### config.mk
export PLATFORM = sky130hd
export DESIGN_NAME = integer_to_ascii_formatter
export DESIGN_NICKNAME = d
export VERILOG_FILES = /design/src/hw/rtl/itaf_pkg.sv /design/src/hw/rtl/integer_to_ascii_formatter.sv /design/src/hw/rtl/itaf_cell.sv /design/src/hw/rtl/itaf_ctrl.sv
export VERILOG_INCLUDE_DIRS = /design/src /design/src/hw/rtl
export SDC_FILE = /design/constraint.sdc
export NUM_CORES = 1
export LEC_CHECK = 0
export BUFFER_PORTS_ARGS = -buffer_cell sky130_fd_sc_hd__buf_2
export CAP_MARGIN = 20
export CORE_ASPECT_RATIO = 1.25
export CORE_MARGIN = 2
export CORE_UTILIZATION = 56
export DETAILED_ROUTE_END_ITERATION = 6
export GPL_TIMING_DRIVEN = 0
export PLACE_DENSITY = 0.78
export RECOVER_POWER = 25
export SKIP_LAST_GASP = 1
export SLEW_MARGIN = 5
export SYNTH_ARGS = -nofsm -noshare
export SYNTH_HDL_FRONTEND = slang
export SYNTH_SLANG_ARGS = --single-unit
### constraint.sdc
create_clock -name clk_i -period 4 [get_ports clk_i]
set_clock_uncertainty 0.15 [all_clocks]
set_input_delay 0.4 -clock clk_i [delete_from_list [all_inputs] [get_ports clk_i]]
set_output_delay 0.4 -clock clk_i [all_outputs]
set_load 0.01 [all_outputs]
### src/hw/rtl/integer_to_ascii_formatter_defines.svh
// ----------------------------------------------------------------------------
// Integer to ASCII formatter assertion macros
// Macros for the concurrent checks of the formatter controller.
// ----------------------------------------------------------------------------
`ifndef INTEGER_TO_ASCII_FORMATTER_DEFINES_SVH
`define INTEGER_TO_ASCII_FORMATTER_DEFINES_SVH

// Checks that cons holds in the same cycle as ante.
`define ITAF_ASSERT_NOW(lbl, ante, cons, msg) \
  lbl: assert property (@(posedge clk_i) disable iff (!rst_ni) (ante) |-> (cons)) \
    else $error(msg);

// Checks that cons holds in the cycle after ante.
`define ITAF_ASSERT_NEXT(lbl, ante, cons, msg) \
  lbl: assert property (@(posedge clk_i) disable iff (!rst_ni) (ante) |=> (cons)) \
    else $error(msg);

`endif

### src/hw/rtl/itaf_pkg.sv
// ----------------------------------------------------------------------------
// Integer to ASCII formatter package
// Cell control types, action codes and the fixed prefix texts.
// ----------------------------------------------------------------------------
package itaf_pkg;

  localparam int DigitW = 4;
  localparam int CharW  = 7;
  localparam int CountW = 5;
  localparam int ActW   = 2;
  localparam int PfxW   = 3;

  localparam logic [ActW-1:0] ActDec   = 2'd0;
  localparam logic [ActW-1:0] ActPtr   = 2'd1;
  localparam logic [ActW-1:0] ActHex32 = 2'd2;
  localparam logic [ActW-1:0] ActNone  = 2'd3;

  localparam logic [PfxW-1:0] PfxNone  = 3'd0;
  localparam logic [PfxW-1:0] PfxMinus = 3'd1;
  localparam logic [PfxW-1:0] PfxHex   = 3'd2;
  localparam logic [PfxW-1:0] PfxZero  = 3'd3;
  localparam logic [PfxW-1:0] PfxNil   = 3'd4;

  typedef enum logic [1:0] {
    CellHold,
    CellLoad,
    CellDabble,
    CellShift
  } cell_mode_e;

  typedef struct packed {
    cell_mode_e mode;
    logic       carry0;
  } cell_ctrl_t;

  function automatic logic [2:0] prefix_len(input logic [PfxW-1:0] kind);
    logic [2:0] len;
    case (kind)
      PfxMinus: len = 3'd1;
      PfxHex:   len = 3'd2;
      PfxZero:  len = 3'd1;
      PfxNil:   len = 3'd5;
      default:  len = 3'd0;
    endcase
    return len;
  endfunction

  function automatic logic [CharW-1:0] prefix_char(input logic [PfxW-1:0] kind,
                                                   input logic [2:0] idx);
    logic [CharW-1:0] ch;
    ch = 7'h30;
    case (kind)
      PfxMinus: ch = 7'h2d;
      PfxHex:   ch = (idx == 3'd0) ? 7'h30 : 7'h78;
      PfxZero:  ch = 7'h30;
      PfxNil: begin
        case (idx)
          3'd0:    ch = 7'h28;
          3'd1:    ch = 7'h6e;
          3'd2:    ch = 7'h69;
          3'd3:    ch = 7'h6c;
          default: ch = 7'h29;
        endcase
      end
      default: ch = 7'h30;
    endcase
    return ch;
  endfunction

  function automatic logic [CharW-1:0] digit_char(input logic [DigitW-1:0] d,
                                                  input logic upper);
    logic [CharW-1:0] ch;
    if (d < 4'd10) begin
      ch = 7'h30 + {3'b000, d};
    end else if (upper) begin
      ch = 7'h37 + {3'b000, d};
    end else begin
      ch = 7'h57 + {3'b000, d};
    end
    return ch;
  endfunction

endpackage

### src/hw/rtl/integer_to_ascii_formatter.sv
// ----------------------------------------------------------------------------
// Integer to ASCII formatter
// Prints a number as signed decimal, pointer hex or 32-bit hex, one ASCII
// character per output beat, most significant first.
// ----------------------------------------------------------------------------
// Channel  Dir  tdata                                   tuser / tlast
// s_axis   in   [63:0] value                            tuser [1:0] action, [2] letter_case
// m_axis   out  [6:0] character, [11:7] written_count   tlast = last_char
//
// Each item runs through the accept, the prefix beats, the double-dabble
// steps (nonzero decimal only), the leading-zero skip, which shifts out each
// leading zero cell, and the digit beats; zero and (nil) end after the prefix.
// The digit cells take one bit of the magnitude per cycle during conversion.
// Reset is asynchronous and active low; it empties the output register.
// A stalled output holds the prefix and digit steps in place; a new item is
// taken as soon as the last character of the previous one sits in the output
// register.
module integer_to_ascii_formatter #(
  parameter int VALUE_BITS = 64,
  parameter int MAX_CHARS  = 20
) (
  input  logic        clk_i,
  input  logic        rst_ni,
  input  logic        s_axis_tvalid,
  output logic        s_axis_tready,
  input  logic [63:0] s_axis_tdata,  // [63:0] value
  input  logic [2:0]  s_axis_tuser,  // [1:0] action, [2] letter_case
  output logic        m_axis_tvalid,
  input  logic        m_axis_tready,
  output logic [15:0] m_axis_tdata,  // [6:0] character, [11:7] written_count
  output logic        m_axis_tlast
);

  localparam int NumCells = (VALUE_BITS * 3) / 10 + 1;

  itaf_pkg::cell_ctrl_t                       cell_ctrl;
  logic [NumCells*itaf_pkg::DigitW-1:0]       load_nib;
  logic [itaf_pkg::DigitW-1:0]                cell_digit [NumCells];
  logic                                       cell_carry [NumCells];
  logic [itaf_pkg::CharW-1:0]                 out_char;
  logic [itaf_pkg::CountW-1:0]                out_count;

  itaf_ctrl #(
    .VALUE_BITS (VALUE_BITS),
    .MAX_CHARS  (MAX_CHARS),
    .NumCells   (NumCells)
  ) u_ctrl (
    .clk_i         (clk_i),
    .rst_ni        (rst_ni),
    .s_valid_i     (s_axis_tvalid),
    .s_ready_o     (s_axis_tready),
    .action_i      (s_axis_tuser[1:0]),
    .value_i       (s_axis_tdata),
    .letter_case_i (s_axis_tuser[2]),
    .m_valid_o     (m_axis_tvalid),
    .m_ready_i     (m_axis_tready),
    .char_o        (out_char),
    .last_o        (m_axis_tlast),
    .count_o       (out_count),
    .cell_ctrl_o   (cell_ctrl),
    .load_nib_o    (load_nib),
    .top_digit_i   (cell_digit[NumCells-1])
  );

  for (genvar i = 0; i < NumCells; i++) begin : g_cell
    logic [itaf_pkg::DigitW-1:0] prev_digit;
    logic                        prev_carry;
    if (i == 0) begin : g_first
      assign prev_digit = '0;
      assign prev_carry = cell_ctrl.carry0;
    end else begin : g_rest
      assign prev_digit = cell_digit[i-1];
      assign prev_carry = cell_carry[i-1];
    end
    itaf_cell u_cell (
      .clk_i        (clk_i),
      .ctrl_i       (cell_ctrl),
      .load_digit_i (load_nib[i*itaf_pkg::DigitW +: itaf_pkg::DigitW]),
      .prev_digit_i (prev_digit),
      .prev_carry_i (prev_carry),
      .digit_o      (cell_digit[i]),
      .carry_o      (cell_carry[i])
    );
  end

  assign m_axis_tdata = {4'd0, out_count, out_char};

endmodule

### src/hw/rtl/itaf_cell.sv
// ----------------------------------------------------------------------------
// Integer to ASCII formatter digit cell
// Holds one digit; loads it, runs one double-dabble step or takes the
// neighbor's digit.
// ----------------------------------------------------------------------------
module itaf_cell (
  input  logic                        clk_i,
  input  itaf_pkg::cell_ctrl_t        ctrl_i,
  input  logic [itaf_pkg::DigitW-1:0] load_digit_i,
  input  logic [itaf_pkg::DigitW-1:0] prev_digit_i,
  input  logic                        prev_carry_i,
  output logic [itaf_pkg::DigitW-1:0] digit_o,
  output logic                        carry_o
);

  logic [itaf_pkg::DigitW-1:0] digit_q, digit_d, adj;

  assign adj     = (digit_q >= 4'd5) ? digit_q + 4'd3 : digit_q;
  assign carry_o = adj[3];
  assign digit_o = digit_q;

  always_comb begin
    case (ctrl_i.mode)
      itaf_pkg::CellLoad:   digit_d = load_digit_i;
      itaf_pkg::CellDabble: digit_d = {adj[2:0], prev_carry_i};
      itaf_pkg::CellShift:  digit_d = prev_digit_i;
      default:              digit_d = digit_q;
    endcase
  end

  always_ff @(posedge clk_i) begin
    digit_q <= digit_d;
  end

endmodule

### src/hw/rtl/itaf_ctrl.sv
// ----------------------------------------------------------------------------
// Integer to ASCII formatter controller
// Sequences prefix, conversion, leading-zero skip and digit output, and
// holds the output register.
// ----------------------------------------------------------------------------
`include "integer_to_ascii_formatter_defines.svh"

module itaf_ctrl #(
  parameter int VALUE_BITS = 64,
  parameter int MAX_CHARS  = 20,
  parameter int NumCells   = 20
) (
  input  logic                               clk_i,
  input  logic                               rst_ni,
  input  logic                               s_valid_i,
  output logic                               s_ready_o,
  input  logic [itaf_pkg::ActW-1:0]          action_i,
  input  logic [63:0]                        value_i,
  input  logic                               letter_case_i,
  output logic                               m_valid_o,
  input  logic                               m_ready_i,
  output logic [itaf_pkg::CharW-1:0]         char_o,
  output logic                               last_o,
  output logic [itaf_pkg::CountW-1:0]        count_o,
  output itaf_pkg::cell_ctrl_t               cell_ctrl_o,
  output logic [NumCells*itaf_pkg::DigitW-1:0] load_nib_o,
  input  logic [itaf_pkg::DigitW-1:0]        top_digit_i
);

  localparam int BitW    = $clog2(VALUE_BITS + 1);
  localparam int RemW    = $clog2(NumCells + 1);
  localparam int LoadW   = NumCells * itaf_pkg::DigitW;
  localparam logic [63:0] ValueMask = {64{1'b1}} >> (64 - VALUE_BITS);

  localparam logic [2:0] StIdle   = 3'd0;
  localparam logic [2:0] StPrefix = 3'd1;
  localparam logic [2:0] StConv   = 3'd2;
  localparam logic [2:0] StSkip   = 3'd3;
  localparam logic [2:0] StDigits = 3'd4;

  logic [2:0]                     state_q, state_d;
  logic [itaf_pkg::PfxW-1:0]      pfx_q, pfx_d;
  logic [2:0]                     pidx_q, pidx_d;
  logic                           upper_q, upper_d;
  logic [VALUE_BITS-1:0]          mag_q, mag_d;
  logic [BitW-1:0]                bits_q, bits_d;
  logic [RemW-1:0]                rem_q, rem_d;
  logic [itaf_pkg::CountW-1:0]    count_q, count_d;

  logic                           out_valid_q;
  logic [itaf_pkg::CharW-1:0]     out_char_q;
  logic                           out_last_q;
  logic [itaf_pkg::CountW-1:0]    out_count_q;

  logic                           s_fire, out_ok, trunc;
  logic                           emit, emit_last;
  logic [itaf_pkg::CharW-1:0]     emit_char;
  logic [VALUE_BITS-1:0]          dec_val, dec_mag;
  logic [63:0]                    hex_src, ptr_val;
  logic [2:0]                     plen;
  logic                           pfx_final;

  assign s_ready_o = (state_q == StIdle);
  assign s_fire    = s_valid_i && s_ready_o;
  assign out_ok    = !out_valid_q || m_ready_i;
  assign trunc     = (count_q == itaf_pkg::CountW'(MAX_CHARS - 1));

  assign dec_val = value_i[VALUE_BITS-1:0];
  assign dec_mag = dec_val[VALUE_BITS-1] ? (~dec_val + 1'b1) : dec_val;
  assign ptr_val = value_i & ValueMask;

  always_comb begin
    case (action_i)
      itaf_pkg::ActPtr:   hex_src = ptr_val;
      itaf_pkg::ActHex32: hex_src = {32'd0, value_i[31:0]};
      default:            hex_src = 64'd0;
    endcase
  end

  assign load_nib_o = LoadW'(hex_src);
  assign plen       = itaf_pkg::prefix_len(pfx_q);
  assign pfx_final  = (pfx_q == itaf_pkg::PfxZero) || (pfx_q == itaf_pkg::PfxNil);

  always_comb begin
    state_d            = state_q;
    pfx_d              = pfx_q;
    pidx_d             = pidx_q;
    upper_d            = upper_q;
    mag_d              = mag_q;
    bits_d             = bits_q;
    rem_d              = rem_q;
    count_d            = count_q;
    emit               = 1'b0;
    emit_last          = 1'b0;
    emit_char          = itaf_pkg::digit_char(top_digit_i, upper_q);
    cell_ctrl_o.mode   = itaf_pkg::CellHold;
    cell_ctrl_o.carry0 = mag_q[VALUE_BITS-1];

    case (state_q)
      StIdle: begin
        if (s_fire) begin
          pidx_d           = 3'd0;
          rem_d            = RemW'(NumCells);
          count_d          = '0;
          upper_d          = (action_i == itaf_pkg::ActHex32) && !letter_case_i;
          mag_d            = dec_mag;
          bits_d           = BitW'(VALUE_BITS);
          cell_ctrl_o.mode = itaf_pkg::CellLoad;
          case (action_i)
            itaf_pkg::ActDec: begin
              if (dec_val == '0) begin
                pfx_d   = itaf_pkg::PfxZero;
                state_d = StPrefix;
              end else if (dec_val[VALUE_BITS-1]) begin
                pfx_d   = itaf_pkg::PfxMinus;
                state_d = StPrefix;
              end else begin
                pfx_d   = itaf_pkg::PfxNone;
                state_d = StConv;
              end
            end
            itaf_pkg::ActPtr: begin
              pfx_d   = (ptr_val == 64'd0) ? itaf_pkg::PfxNil : itaf_pkg::PfxHex;
              state_d = StPrefix;
            end
            itaf_pkg::ActHex32: begin
              if (value_i[31:0] == 32'd0) begin
                pfx_d   = itaf_pkg::PfxZero;
                state_d = StPrefix;
              end else begin
                pfx_d   = itaf_pkg::PfxNone;
                state_d = StSkip;
              end
            end
            default: state_d = StIdle;
          endcase
        end
      end
      StPrefix: begin
        if (out_ok) begin
          emit      = 1'b1;
          emit_char = itaf_pkg::prefix_char(pfx_q, pidx_q);
          emit_last = (pfx_final && (pidx_q == plen - 3'd1)) || trunc;
          count_d   = count_q + 1'b1;
          pidx_d    = pidx_q + 3'd1;
          if (emit_last) begin
            state_d = StIdle;
          end else if (pidx_q == plen - 3'd1) begin
            state_d = (pfx_q == itaf_pkg::PfxMinus) ? StConv : StSkip;
          end
        end
      end
      StConv: begin
        cell_ctrl_o.mode = itaf_pkg::CellDabble;
        mag_d            = mag_q << 1;
        bits_d           = bits_q - 1'b1;
        if (bits_q == BitW'(1)) begin
          state_d = StSkip;
        end
      end
      StSkip: begin
        if ((top_digit_i == 4'd0) && (rem_q > RemW'(1))) begin
          cell_ctrl_o.mode = itaf_pkg::CellShift;
          rem_d            = rem_q - 1'b1;
        end else begin
          state_d = StDigits;
        end
      end
      StDigits: begin
        if (out_ok) begin
          emit             = 1'b1;
          emit_last        = (rem_q == RemW'(1)) || trunc;
          count_d          = count_q + 1'b1;
          cell_ctrl_o.mode = itaf_pkg::CellShift;
          rem_d            = rem_q - 1'b1;
          if (emit_last) begin
            state_d = StIdle;
          end
        end
      end
      default: state_d = StIdle;
    endcase
  end

  always_ff @(posedge clk_i or negedge rst_ni) begin
    if (!rst_ni) begin
      state_q     <= StIdle;
      out_valid_q <= 1'b0;
    end else begin
      state_q <= state_d;
      if (emit) begin
        out_valid_q <= 1'b1;
      end else if (m_ready_i) begin
        out_valid_q <= 1'b0;
      end
    end
  end

  always_ff @(posedge clk_i) begin
    pfx_q   <= pfx_d;
    pidx_q  <= pidx_d;
    upper_q <= upper_d;
    mag_q   <= mag_d;
    bits_q  <= bits_d;
    rem_q   <= rem_d;
    count_q <= count_d;
    if (emit) begin
      out_char_q  <= emit_char;
      out_last_q  <= emit_last;
      out_count_q <= count_d;
    end
  end

  assign m_valid_o = out_valid_q;
  assign char_o    = out_char_q;
  assign last_o    = out_last_q;
  assign count_o   = out_count_q;

  `ITAF_ASSERT_NOW(a_count_range, out_valid_q, (out_count_q != '0) && (out_count_q <= itaf_pkg::CountW'(MAX_CHARS)), "Output count out of range.")
  `ITAF_ASSERT_NOW(a_skip_finds_digit, (state_q == StSkip) && (rem_q == RemW'(1)), top_digit_i != 4'd0, "Leading-zero skip ran past all digits.")
  `ITAF_ASSERT_NOW(a_first_digit_nonzero, (state_q == StDigits) && ($past(state_q) == StSkip), top_digit_i != 4'd0, "First emitted digit is a leading zero.")
  `ITAF_ASSERT_NEXT(a_accept_starts_work, s_fire && (action_i != itaf_pkg::ActNone), state_q != StIdle, "Accepted item did not start work.")

endmodule

==> reports/metrics.cfg <==
[timing]
rsz0062_at_grt = false
slew_headroom_pct = 37.53
clock.fmax_ghz = 0.2653
setup_viol = 0
whs_ns = 0.1075
drv_slew = 0
hold_violations = 0
layout_setup_ws_ns = 0.2309
worst_slew_pin_slew_ns = 0.9273
fin_crit_ns = 3.769
min_period_over_period_pct = 94.23

[grt]
grt_pass1_vias = 9992
overflow = 0
grt_max_degree = 45
grt_antenna_before_repair = 3
grt_pass1_wl_um = 53140
grt_util_all_layers_pct = 30.29

[layout]
syn_to_final_growth_pct = 11.22
finalNetCount = 1500
multi_input_area_um2 = 5944
area.sequential_um2 = 5485
fillers = 1732
drive_above_1_share_pct = 8.454

[yosys]
netlist_area_um2 = 12000
ys_seq_elements = 185
synth-async-reset-ratio_pct = 2.162
synthFlopType = edfxtp_1
yosysWarnings = 0
synth_edf_count = 176
yosysTopAreaCell = edfxtp_1
ys_types = 70
post-synth-top-count-cell = edfxtp_1
synthTopCellsByArea = edfxtp_1 (44%), ha_1 (6.0%), nand2_1 (5.0%)
synthTopCellsByCount = edfxtp_1 (176), nand2_1 (159), o21ai_0 (111), a21oi_1 (107), nor2_1 (90)
ys_seq_area_share_pct = 45.72
avgSynthCellArea_um2 = 9.507
synthCells = 1262
netlist.area_leader.share_pct = 44.05

[setup_path]
endpoint = u_ctrl.mag_q[55]
rrSetupSlack_ns = 0.24
slowest_stage = nor4_1
critPathMaxFanout = 10
rr_worst_depth = 9
worstSetupPathType = primary input to flop
crit_required_ns = 4.02
crit_arrival_ns = 3.79
r2r-start = u_ctrl.rem_q[0]
cp_slowest_stage_delay_ns = 0.71
critPathCaptureType = flop
timing.rr.end = g_cell[11].u_cell.digit_o[0]
crit_path_start = s_axis_tdata[11]
worstPathCellList = clkbuf_1 -> or4_1 -> nor4_1 -> nand4_1 -> clkbuf_1 -> o41ai_1 -> xor2_1 -> a21oi_1
crit_top_cell = clkbuf_1
critical_path.startpoint_type = primary input

[routing]
routed_via_density = 6.384
num_vias = 10600
drt_wl_total_um = 34350
drc = 0
drt_iter0_drc = 1335
drt_pass1_iterations = 6
ant_nets = 0
avgRoutedWirePerCell_um = 20.69

[power_and_ir_drop]
power_mw = 10.00
max-vdd-ir-drop_mv = 0.4438
power.share.sequential_pct = 41.0
p_sw_mw = 4.195
p_comb_share_pct = 42.9
p_sw_share_pct = 41.94
p_int_mw = 5.806
clkPwrFrac_pct = 16.1
power_density_nw_per_um2 = 749.5
p_leak_nw = 4.884

[floorplanning]
core_area_um2 = 20890
io_pins = 90
start_util_pct = 57.43
fp.dieW_um = 134.9
rows = 59
die_y_um = 167.7
die_area_um2 = 22620

[clock_network]
cts_tree = done
root_buffer = clkbuf_16
numCtsBuffers = 17
clkTransAtPathRegs_ns = 0.07
worstSkewPairLatency_ns = 0.45
ctsHtreeMaxLevel = 4
cts_buffer_depth = 2
cts_sinks = 185

[placed_design]
hpwl_um = 24720
gp_congestion = 0.9586
portBuffers = 83
pre_cts_slack_ns = -0.3717

[run_status]
status = complete, no violations

[min_path]
worstHoldPathCells = 2
holdCritPathClass = primary input to flop
hold_start = s_axis_tuser[2]

[job]
max_cap_viol_count = 0

==> power by group through the flow <==
stage / clock [mW] / sequential (mW) / combinational (mW)
floorplan: 0 / 4.01 / 3.00
global placement: 0 / 4.15 / 3.99
detailed placement: 0 / 4.11 / 4.19
CTS: 1.60 / 4.08 / 4.25
global route: 1.67 / 4.21 / 4.76
finish: 1.61 / 4.10 / 4.29
==> cell usage in the layout, fill, tap and decap left out, types with 17 or more instances in the layout <==
cell type,Yosys,layout
nor2_1,90,90
inv_1,76,76
a21oi_1,107,107
a221o_1,17,17
buf_2,1,66
ha_1,58,58
xnor2_1,30,30
o31ai_1,19,19
xor2_1,63,63
o21ai_0,111,112
o221ai_1,25,25
nor3b_1,22,22
edfxtp_1,176,176
clkbuf_16,0,17
nand2b_1,28,28
clkbuf_1,62,81
nand2_1,159,157
==> per-layer routing <==
layer,part of all wire (%),GRT usage (%),vias up
met5,0,0,-
met4,4.4,13.59,0
met3,9.6,4.995,118
met2,47,49.92,625
met1,39,39.18,4995
li1,-,-,4860
==> worst min path at each step <==
stage                       endpoint  slack [ns]
global placement    u_ctrl.m_valid_o        0.07
global route          u_ctrl.upper_q        0.10
CTS                   u_ctrl.upper_q        0.09
detailed placement  u_ctrl.m_valid_o        0.07
finish                u_ctrl.upper_q        0.11
floorplan           u_ctrl.m_valid_o       -0.05
==> sequential cells by signal (all words and copies together), names as in the netlist <==
| signal | count |
|---|---|
| g_cell.u_cell.digit_o | 80 |
| u_ctrl.bits_q | 7 |
| u_ctrl.char_o | 7 |
| u_ctrl.count_o | 5 |
| u_ctrl.count_q | 5 |
| u_ctrl.last_o | 1 |
| u_ctrl.m_valid_o | 1 |
| u_ctrl.mag_q | 64 |
| u_ctrl.pfx_q | 3 |
| u_ctrl.pidx_q | 3 |
| u_ctrl.rem_q | 5 |
| u_ctrl.state_q | 3 |
| u_ctrl.upper_q | 1 |
==> worst max-delay path, delay by kind of cell <==
family                    cells  cell delay (ns)
buffers and inverters         2             0.61
AOI/OAI and AO/OA             2             0.63
xor gates and xnor gates      1             0.22
and+or+nand+nor               3             1.93
==> what timing repair did <==
item                                    4_1_cts  5_1_grt
gates resized for setup                       3        3
hold buffers                                  1        0
hold endpoints to repair                      4        0
endpoints found under the setup margin       80       44
cloned                                        0        0
setup buffers                                 0        0
==> final cells by class <==
| type | instances | area share, % |
|---|---|---|
| clock inverter | 13 | 0.7783 |
| buffer | 72 | 2.232 |
| multi-input combinational | 932 | 44.55 |
| antenna | 2 | 0.03751 |
| sequential | 185 | 41.11 |
| inverter | 76 | 2.138 |
| clock buffer | 19 | 3.244 |
| timing repair buffer | 87 | 3.347 |
| tap | 274 | 2.569 |
==> logic make-up (layout without fill, tap and decap cells) <==
family          after synthesis  count (layout)  share of synthesized area, %
xor+xnor                     93              93                         6.789
flops                       185             185                         45.72
buf+inv                     148             267                         4.891
compound gates              369             369                         19.74
fa+ha+maj                    58              58                         6.049
mux                           2               2                        0.1669
simple gates                406             406                         16.61
other cells                   1               6                       0.03126
==> through the flow <==
stage	TNS (ns)	instances	utilization, %	cell area, µm²
2_1_floorplan	0	1265	-	12010
3_3_place_gp	-169.67	1622	61.12	12770
3_5_place_dp	-18.95	1624	61.38	12820
4_1_cts	0	1657	64.05	13380
5_1_grt	0	1658	63.85	13340
6_report	0	1660	63.87	13340
Power figures use the tool's default switching activity.
